$ cat config.mk
export PLATFORM = sky130hd
export DESIGN_NAME = byte_stream_charset_transcoder_unit
export DESIGN_NICKNAME = d
export VERILOG_FILES = /design/src/hdl/bsct_pkg.sv /design/src/hdl/bsct_front.sv /design/src/hdl/bsct_queue.sv /design/src/hdl/bsct_back.sv /design/src/hdl/byte_stream_charset_transcoder_unit.sv
export SDC_FILE = /design/constraint.sdc
export NUM_CORES = 1
export LEC_CHECK = 0
export ABC_AREA = 1
export BUFFER_PORTS_ARGS = -buffer_cell sky130_fd_sc_hd__buf_2
export CAP_MARGIN = 40
export CORE_MARGIN = 4
export CORE_UTILIZATION = 35
export DETAILED_ROUTE_END_ITERATION = 10
export GPL_TIMING_DRIVEN = 0
export SYNTH_ARGS = -nofsm -noshare
export SYNTH_HDL_FRONTEND = slang
export SYNTH_SLANG_ARGS = --single-unit
$ cat constraint.sdc
create_clock -name clk -period 3.8 [get_ports clk]
set_clock_uncertainty 0.15 [all_clocks]
set_input_delay 0.57 -clock clk [delete_from_list [all_inputs] [get_ports clk]]
set_output_delay 0.57 -clock clk [all_outputs]
set_load 0.05 [all_outputs]
$ cat src/hdl/bsct_pkg.sv
// types, codes and the target encoder for the byte stream charset transcoder
// no dependencies; used by every module of the block
package bsct_pkg;

  localparam int BSCT_QUEUE_DEPTH = 2;
  localparam int CP_W = 21;

  typedef enum logic [1:0] {
    CODE_UTF8 = 2'd0,
    CODE_GBK  = 2'd1,
    CODE_BIG5 = 2'd2,
    CODE_RAW  = 2'd3
  } code_t;

  typedef enum logic [1:0] {
    REG_SOURCE = 2'd0,
    REG_TARGET = 2'd1
  } reg_idx_t;

  typedef enum logic [1:0] {
    ST_OK       = 2'd0,
    ST_BAD_LEAD = 2'd1,
    ST_CUT_OFF  = 2'd2
  } status_t;

  typedef enum logic [1:0] {
    JOB_ENC    = 2'd0,
    JOB_COPY   = 2'd1,
    JOB_STATUS = 2'd2
  } job_kind_t;

  typedef struct packed {
    logic [7:0] in_byte;
    logic       end_of_input;
  } in_item_t;

  typedef struct packed {
    logic [7:0] out_byte;
    logic       byte_valid;
    logic [1:0] status;
    logic       run_last;
  } out_item_t;

  typedef struct packed {
    job_kind_t       kind;
    logic [CP_W-1:0] cp;
    status_t         status;
  } job_t;

  typedef struct packed {
    logic push;
    job_t job;
  } queue_wr_t;

  typedef struct packed {
    logic [3:0][7:0] bytes;
    logic [1:0]      last_idx;
  } enc_t;

  function automatic enc_t encode(logic [CP_W-1:0] cp, code_t tgt);
    enc_t e;
    e = '0;
    case (tgt)
      CODE_UTF8: begin
        if (cp[20:7] == '0) begin
          e.bytes[0] = cp[7:0];
          e.last_idx = 2'd0;
        end else if (cp[20:11] == '0) begin
          e.bytes[0] = {3'b110, cp[10:6]};
          e.bytes[1] = {2'b10, cp[5:0]};
          e.last_idx = 2'd1;
        end else if (cp[20:16] == '0) begin
          e.bytes[0] = {4'b1110, cp[15:12]};
          e.bytes[1] = {2'b10, cp[11:6]};
          e.bytes[2] = {2'b10, cp[5:0]};
          e.last_idx = 2'd2;
        end else begin
          e.bytes[0] = {5'b11110, cp[20:18]};
          e.bytes[1] = {2'b10, cp[17:12]};
          e.bytes[2] = {2'b10, cp[11:6]};
          e.bytes[3] = {2'b10, cp[5:0]};
          e.last_idx = 2'd3;
        end
      end
      CODE_GBK, CODE_BIG5: begin
        if (cp[20:7] == '0) begin
          e.bytes[0] = cp[7:0];
          e.last_idx = 2'd0;
        end else begin
          e.bytes[0] = (tgt == CODE_GBK) ? {1'b0, cp[14:8]} : cp[15:8];
          e.bytes[1] = cp[7:0];
          e.last_idx = 2'd1;
        end
      end
      default: begin
        e.bytes[0] = cp[7:0];
        e.last_idx = 2'd0;
      end
    endcase
    return e;
  endfunction

endpackage

$ cat src/hdl/bsct_front.sv
// front end: takes source bytes, gathers sequences into codepoints, queues jobs
// depends on bsct_pkg
module bsct_front (
  input  logic               clk,
  input  logic               rst,
  input  logic               accept,
  input  bsct_pkg::in_item_t in_data,
  input  bsct_pkg::code_t    source_code,
  input  bsct_pkg::code_t    target_code,
  output bsct_pkg::queue_wr_t wr
);
  import bsct_pkg::*;

  logic [CP_W-1:0] partial_codepoint, partial_codepoint_next;
  logic [2:0]      bytes_expected, bytes_expected_next;
  logic [2:0]      bytes_gathered, bytes_gathered_next;
  logic [CP_W-1:0] shifted;
  logic [2:0]      gathered_inc;
  logic [7:0]      b;
  logic            lead_ok;

  assign b = in_data.in_byte;
  assign gathered_inc = bytes_gathered + 3'd1;
  assign shifted = (source_code == CODE_UTF8) ? {partial_codepoint[14:0], b[5:0]}
                                              : {partial_codepoint[12:0], b};

  always_comb begin
    partial_codepoint_next = partial_codepoint;
    bytes_expected_next    = bytes_expected;
    bytes_gathered_next    = bytes_gathered;
    wr                     = '0;
    wr.job.cp              = {{(CP_W-8){1'b0}}, b};
    wr.job.kind            = JOB_ENC;
    wr.job.status          = ST_OK;
    lead_ok                = 1'b1;
    if (source_code == target_code) begin
      partial_codepoint_next = '0;
      bytes_expected_next    = '0;
      bytes_gathered_next    = '0;
      wr.push                = 1'b1;
      wr.job.kind            = JOB_COPY;
    end else if (source_code == CODE_RAW) begin
      partial_codepoint_next = '0;
      bytes_expected_next    = '0;
      bytes_gathered_next    = '0;
      wr.push                = 1'b1;
    end else if (bytes_expected == '0) begin
      if (!b[7]) begin
        wr.push = 1'b1;
      end else begin
        if (source_code == CODE_UTF8) begin
          if (b[7:5] == 3'b110) begin
            partial_codepoint_next = {{(CP_W-5){1'b0}}, b[4:0]};
            bytes_expected_next    = 3'd2;
          end else if (b[7:4] == 4'b1110) begin
            partial_codepoint_next = {{(CP_W-4){1'b0}}, b[3:0]};
            bytes_expected_next    = 3'd3;
          end else if (b[7:3] == 5'b11110) begin
            partial_codepoint_next = {{(CP_W-3){1'b0}}, b[2:0]};
            bytes_expected_next    = 3'd4;
          end else begin
            lead_ok = 1'b0;
          end
        end else begin
          partial_codepoint_next = (source_code == CODE_GBK) ? {{(CP_W-7){1'b0}}, b[6:0]}
                                                             : {{(CP_W-8){1'b0}}, b};
          bytes_expected_next    = 3'd2;
        end
        bytes_gathered_next = 3'd1;
        if (!lead_ok || in_data.end_of_input) begin
          partial_codepoint_next = '0;
          bytes_expected_next    = '0;
          bytes_gathered_next    = '0;
          wr.push                = 1'b1;
          wr.job.kind            = JOB_STATUS;
          wr.job.status          = lead_ok ? ST_CUT_OFF : ST_BAD_LEAD;
        end
      end
    end else begin
      partial_codepoint_next = shifted;
      bytes_gathered_next    = gathered_inc;
      if (gathered_inc >= bytes_expected) begin
        wr.push                = 1'b1;
        wr.job.cp              = shifted;
        partial_codepoint_next = '0;
        bytes_expected_next    = '0;
        bytes_gathered_next    = '0;
      end else if (in_data.end_of_input) begin
        wr.push                = 1'b1;
        wr.job.kind            = JOB_STATUS;
        wr.job.status          = ST_CUT_OFF;
        partial_codepoint_next = '0;
        bytes_expected_next    = '0;
        bytes_gathered_next    = '0;
      end
    end
    wr.push = wr.push & accept;
  end

  always_ff @(posedge clk) begin
    if (rst) begin
      partial_codepoint <= '0;
      bytes_expected    <= '0;
      bytes_gathered    <= '0;
    end else if (accept) begin
      partial_codepoint <= partial_codepoint_next;
      bytes_expected    <= bytes_expected_next;
      bytes_gathered    <= bytes_gathered_next;
    end
  end

endmodule

$ cat src/hdl/bsct_queue.sv
// short job queue between front and back end
// depends on bsct_pkg
module bsct_queue #(
  parameter int Depth = bsct_pkg::BSCT_QUEUE_DEPTH
) (
  input  logic                clk,
  input  logic                rst,
  input  bsct_pkg::queue_wr_t wr,
  input  logic                pop,
  output bsct_pkg::job_t      head,
  output logic                full,
  output logic                empty
);
  import bsct_pkg::*;

  localparam int PtrW = (Depth > 1) ? $clog2(Depth) : 1;
  localparam int CntW = $clog2(Depth + 1);

  job_t            slots [Depth];
  logic [PtrW-1:0] wr_ptr, rd_ptr;
  logic [CntW-1:0] count;
  logic            do_push, do_pop;

  assign full    = (count == CntW'(Depth));
  assign empty   = (count == '0);
  assign do_push = wr.push && !full;
  assign do_pop  = pop && !empty;
  assign head    = slots[rd_ptr];

  always_ff @(posedge clk) begin
    if (do_push) begin
      slots[wr_ptr] <= wr.job;
    end
  end

  always_ff @(posedge clk) begin
    if (rst) begin
      wr_ptr <= '0;
      rd_ptr <= '0;
      count  <= '0;
    end else begin
      if (do_push) begin
        wr_ptr <= (wr_ptr == PtrW'(Depth - 1)) ? '0 : wr_ptr + PtrW'(1);
      end
      if (do_pop) begin
        rd_ptr <= (rd_ptr == PtrW'(Depth - 1)) ? '0 : rd_ptr + PtrW'(1);
      end
      if (do_push && !do_pop) begin
        count <= count + CntW'(1);
      end else if (!do_push && do_pop) begin
        count <= count - CntW'(1);
      end
    end
  end

endmodule

$ cat src/hdl/bsct_back.sv
// back end: encodes queued jobs into target bytes, one per cycle while out_ready allows, into the output register
// depends on bsct_pkg
module bsct_back (
  input  logic                clk,
  input  logic                rst,
  input  bsct_pkg::job_t      head,
  input  logic                empty,
  input  bsct_pkg::code_t     target_code,
  output logic                pop,
  output logic                out_valid,
  input  logic                out_ready,
  output bsct_pkg::out_item_t out_data
);
  import bsct_pkg::*;

  logic [1:0] idx;
  logic       load, take, last;
  enc_t       enc;
  out_item_t  item;

  assign enc  = encode(head.cp, target_code);
  assign load = !out_valid || out_ready;
  assign take = load && !empty;

  always_comb begin
    item = '0;
    last = 1'b1;
    case (head.kind)
      JOB_ENC: begin
        item.out_byte   = enc.bytes[idx];
        item.byte_valid = 1'b1;
        last            = (idx == enc.last_idx);
      end
      JOB_COPY: begin
        item.out_byte   = head.cp[7:0];
        item.byte_valid = 1'b1;
      end
      default: begin
        item.status = head.status;
      end
    endcase
    item.run_last = last;
  end

  assign pop = take && last;

  always_ff @(posedge clk) begin
    if (take) begin
      out_data <= item;
    end
  end

  always_ff @(posedge clk) begin
    if (rst) begin
      out_valid <= 1'b0;
      idx       <= '0;
    end else begin
      if (take) begin
        out_valid <= 1'b1;
        idx       <= last ? 2'd0 : idx + 2'd1;
      end else if (out_ready) begin
        out_valid <= 1'b0;
      end
    end
  end

endmodule

$ cat src/hdl/byte_stream_charset_transcoder_unit.sv
// top level of the byte stream charset transcoder: config registers, front, queue, back
// depends on bsct_pkg, bsct_front, bsct_queue, bsct_back
//
//   channel | signals                        | direction
//   --------+--------------------------------+----------
//   input   | in_valid, in_ready, in_data    | in
//   output  | out_valid, out_ready, out_data | out
//   config  | cfg_valid, cfg_ready,          | in
//           | cfg_index, cfg_data            |
//
// one source byte accepted per cycle while the job queue has room
// each decoded job sends 1 to 4 result bytes via the output register, one per cycle
// while out_ready allows; a job leaves the queue with its last result byte
// rst is synchronous; both codes reset to UTF-8, sequence state and queue clear
// output stalls fill the queue, then in_ready drops; cfg_ready is always high
module byte_stream_charset_transcoder_unit #(
  parameter int QueueDepth = bsct_pkg::BSCT_QUEUE_DEPTH
) (
  input  logic                clk,
  input  logic                rst,
  input  logic                in_valid,
  output logic                in_ready,
  input  bsct_pkg::in_item_t  in_data,
  output logic                out_valid,
  input  logic                out_ready,
  output bsct_pkg::out_item_t out_data,
  input  logic                cfg_valid,
  output logic                cfg_ready,
  input  logic [1:0]          cfg_index,
  input  logic [1:0]          cfg_data
);
  import bsct_pkg::*;

  code_t     source_code, target_code;
  queue_wr_t wr;
  job_t      head;
  logic      full, empty, pop;

  assign cfg_ready = 1'b1;
  assign in_ready  = !full;

  always_ff @(posedge clk) begin
    if (rst) begin
      source_code <= CODE_UTF8;
      target_code <= CODE_UTF8;
    end else if (cfg_valid) begin
      case (cfg_index)
        REG_SOURCE: source_code <= code_t'(cfg_data);
        REG_TARGET: target_code <= code_t'(cfg_data);
        default: ;
      endcase
    end
  end

  bsct_front u_front (
    .clk         (clk),
    .rst         (rst),
    .accept      (in_valid && in_ready),
    .in_data     (in_data),
    .source_code (source_code),
    .target_code (target_code),
    .wr          (wr)
  );

  bsct_queue #(
    .Depth (QueueDepth)
  ) u_queue (
    .clk   (clk),
    .rst   (rst),
    .wr    (wr),
    .pop   (pop),
    .head  (head),
    .full  (full),
    .empty (empty)
  );

  bsct_back u_back (
    .clk         (clk),
    .rst         (rst),
    .head        (head),
    .empty       (empty),
    .target_code (target_code),
    .pop         (pop),
    .out_valid   (out_valid),
    .out_ready   (out_ready),
    .out_data    (out_data)
  );

endmodule

==> reports/results.ini <==
[run_status]
run_status=finished, final reports clean

[layout]
nets=776
drive_above_1_share_pct=13.5
n_fill_cell=1549
antenna_cells=0
utilization_pct=40.5
area_growth_pct=13.5

[setup_path]
cp.required_ps=3880
cp_slowest_cell=dfxtp_1
timing.critical_path.cells=ha_1 > xor2_1 > ha_1 > a21oi_1 > nand3_1 > inv_1 > nand2_1 > nand2_1 > nand4_1 > nand2_1 > inv_1 > ha_1 > a21oi_1 > o21ai_0 > o21ai_0 > a21oi_1
end_kind=flop
reg2reg_to=u_queue.count[1]
cp.arrival_ps=3170
cp-start-kind=flop
slowest_delay_ps=390
path_max_fanout=7
rr_startpoint=u_front.bytes_gathered[0]
rr_worst_depth=16
reg2reg_slack_ps=720
criticalPathCategory=flop to flop

[logic_synthesis]
yosysSeqAreaShare_pct=46.5
synth_fa_ha_area_share_pct=1.85
synth_edf_count=62
synthesis.area_um2=5420
synth_top_family_by_area=simple AND/OR/NAND/NOR gates
yosys_warnings=0
synth-xor-area-share_pct=0.485
synth-compound-area-share_pct=13.7
synthSimpleGateAreaFrac_pct=27.0
yosysMostFrequentCell=nand2_1
synth_cell_type_count=44
avgSynthCellArea_um2=7.69
synth_area_leader_cell=edfxtp_1
synth_area_leaders=edfxtp_1 (34%), nand2_1 (13%), dfxtp_1 (12%)
synth.mux.area_fraction_pct=0.185
synth_fp_nets=731
synth_flop_cell=edfxtp_1
synth_common_cells=nand2_1 (189), inv_1 (98), nor2_1 (66)
async_reset_ff_share_pct=0
synth_seq_cells=95
synth_top_area_share_pct=34.3
synthCells=705

[floorplan]
pin_count=33
die_area_um2=17500
core_um2=15200
die_y_um=132
die_x_um=132
initial_core_util_pct=35.7
floorplan.rows=45

[timing]
finalSetupViolCount=0
period_share_pct=81.2
relSlewSlack_pct=52.5
min_period_ps=3080
grt_setup_unrepaired=false
maxSlewViolCount=0
tns_ps=0
max_clock_freq_mhz=324
fin_ws_ps=715
worstMarginPinSlew_ps=706
hold_viol=0

[clock_tree]
clk_pin_slew_ps=70
cts_resized=0
holdBufCountCts=0
cts_buffers=9
insertion_delay_ps=340
cts_root_buffer=clkbuf_16
htree_levels=3
cts_buffer_depth=2
cts_tree=yes
cts_setup_buffers=0
cts.sinks=95

[detailed_routing]
vias_per_cell=4.82
ant_nets=0
wirelength_um=13100
vias=4546
dr.pass1.iters=5
drtIter0Drc=388
post_drt_wl_per_cell_um=13.9
drc=0

[hold_path]
worstHoldPathCells=1
hold_start=in_data[1]
holdPathEnd=u_queue.slots[0][2]
hold_class=input port to flop

[grt]
grt_start_max_net_pins=18
grt_use_total_pct=15.2
grt_pass1_wl_um=21400
grt_pass1_vias=4249
gr-total-overflow=0
antenna_found_initial=0

[flow_run]
maxCapViolations=0

[power_and_ir_drop]
fin_total_pwr_mw=4.30
powerDensity_nw_per_um2=699
ir_drop_mv=0.289
p_leak_nw=2.63

[placed_design]
dpl.hpwl_um=10100
gp_congestion=0.898
place_ws_ps=717
io_buffers=30

==> cells in the final DEF, fill, tap and decap left out, types with 6 or more instances in the layout <==
cell type,synthesis,routed
nand2_1,189,189
inv_1,98,98
nor2_1,66,64
edfxtp_1,62,62
a21oi_1,50,49
o21ai_0,44,44
nand3_1,40,40
buf_2,4,34
dfxtp_1,33,33
nand2_2,15,15
clkbuf_1,9,10
o22ai_1,10,10
o21ai_1,9,9
clkbuf_16,0,9
buf_6,7,8
ha_1,8,8
nor3_1,6,6
==> critical path: cells and delay by family (launching register included) <==
kind | cells | cell delay, ps
buffers and inverters | 2 | 170
AOI/OAI and AO/OA | 5 | 600
adders and majority gates | 3 | 790
DFF | 1 | 390
and+or+nand+nor | 5 | 670
xor gates and xnor gates | 1 | 230
==> cell families after synthesis <==
kind of cell | Yosys count
DFF | 95
other | 1
muxes | 1
AOI/OAI and AO/OA | 134
and+or+nand+nor | 336
buffers and inverters | 127
xor gates and xnor gates | 3
adders and majority gates | 8
==> worst max-delay path by stage <==
stage                              start              endpoint  slack [ps]
2_1_floorplan  u_front.bytes_gathered[0]   u_queue.slots[1][0]         540
3_3_place_gp   u_front.bytes_gathered[0]  u_queue.slots[1][21]        -290
3_5_place_dp   u_front.bytes_gathered[0]  u_queue.slots[0][20]         720
4_1_cts        u_front.bytes_gathered[0]   u_queue.slots[0][4]         700
5_1_grt        u_front.bytes_gathered[0]      u_queue.count[1]         400
6_report       u_front.bytes_gathered[0]      u_queue.count[1]         720
==> area by class of cell <==
type / count / area (um^2) / share of cell area, %
plain buffers: 24 / 159 / 2.58
well taps: 188 / 235 / 3.82
repair buffers: 34 / 206 / 3.36
clock inverters: 6 / 52.6 / 0.854
multi-input cells: 483 / 2360 / 38.3
inverters: 103 / 389 / 6.32
flip-flops and latches: 95 / 2520 / 41.0
clock buffers: 10 / 229 / 3.72
==> metrics by stage <==
step | instance area, um^2 | hold slack, ps | cells
5_1_grt | 6150 | 295 | 943
3_3_place_gp | 5810 | 305 | 923
4_1_cts | 6150 | 289 | 943
6_report | 6150 | 307 | 943
3_5_place_dp | 5870 | 308 | 927
2_1_floorplan | 5420 | 294 | 705
==> flip-flops by register name (all words and copies together), names as in the netlist, named ones only <==
register,cells
u_queue.count,2
u_queue.wr_ptr,1
source_code,2
u_queue.slots,50
target_code,2
u_front.partial_codepoint,15
u_queue.rd_ptr,1
u_back.out_valid,1
u_back.idx,2
u_front.bytes_expected,3
u_front.bytes_gathered,3
u_back.out_data,12
==> layer usage <==
metal / vias to the layer above / global-route usage [%] / share of wire, %
met5: - / 0 / 0
met4: 0 / 4.16 / 1.5
met3: 19 / 3.69 / 5.0
met2: 123 / 24.2 / 46
met1: 2012 / 20.6 / 47
li1: 2392 / - / -
==> power by group <==
part | internal, mW | total [mW] | switching [mW]
combinational | 0.587 | 2.02 | 1.43
sequential | 1.37 | 1.43 | 0.0667
clock | 0.454 | 0.848 | 0.394
No activity file was read; power rests on OpenSTA's default activity.
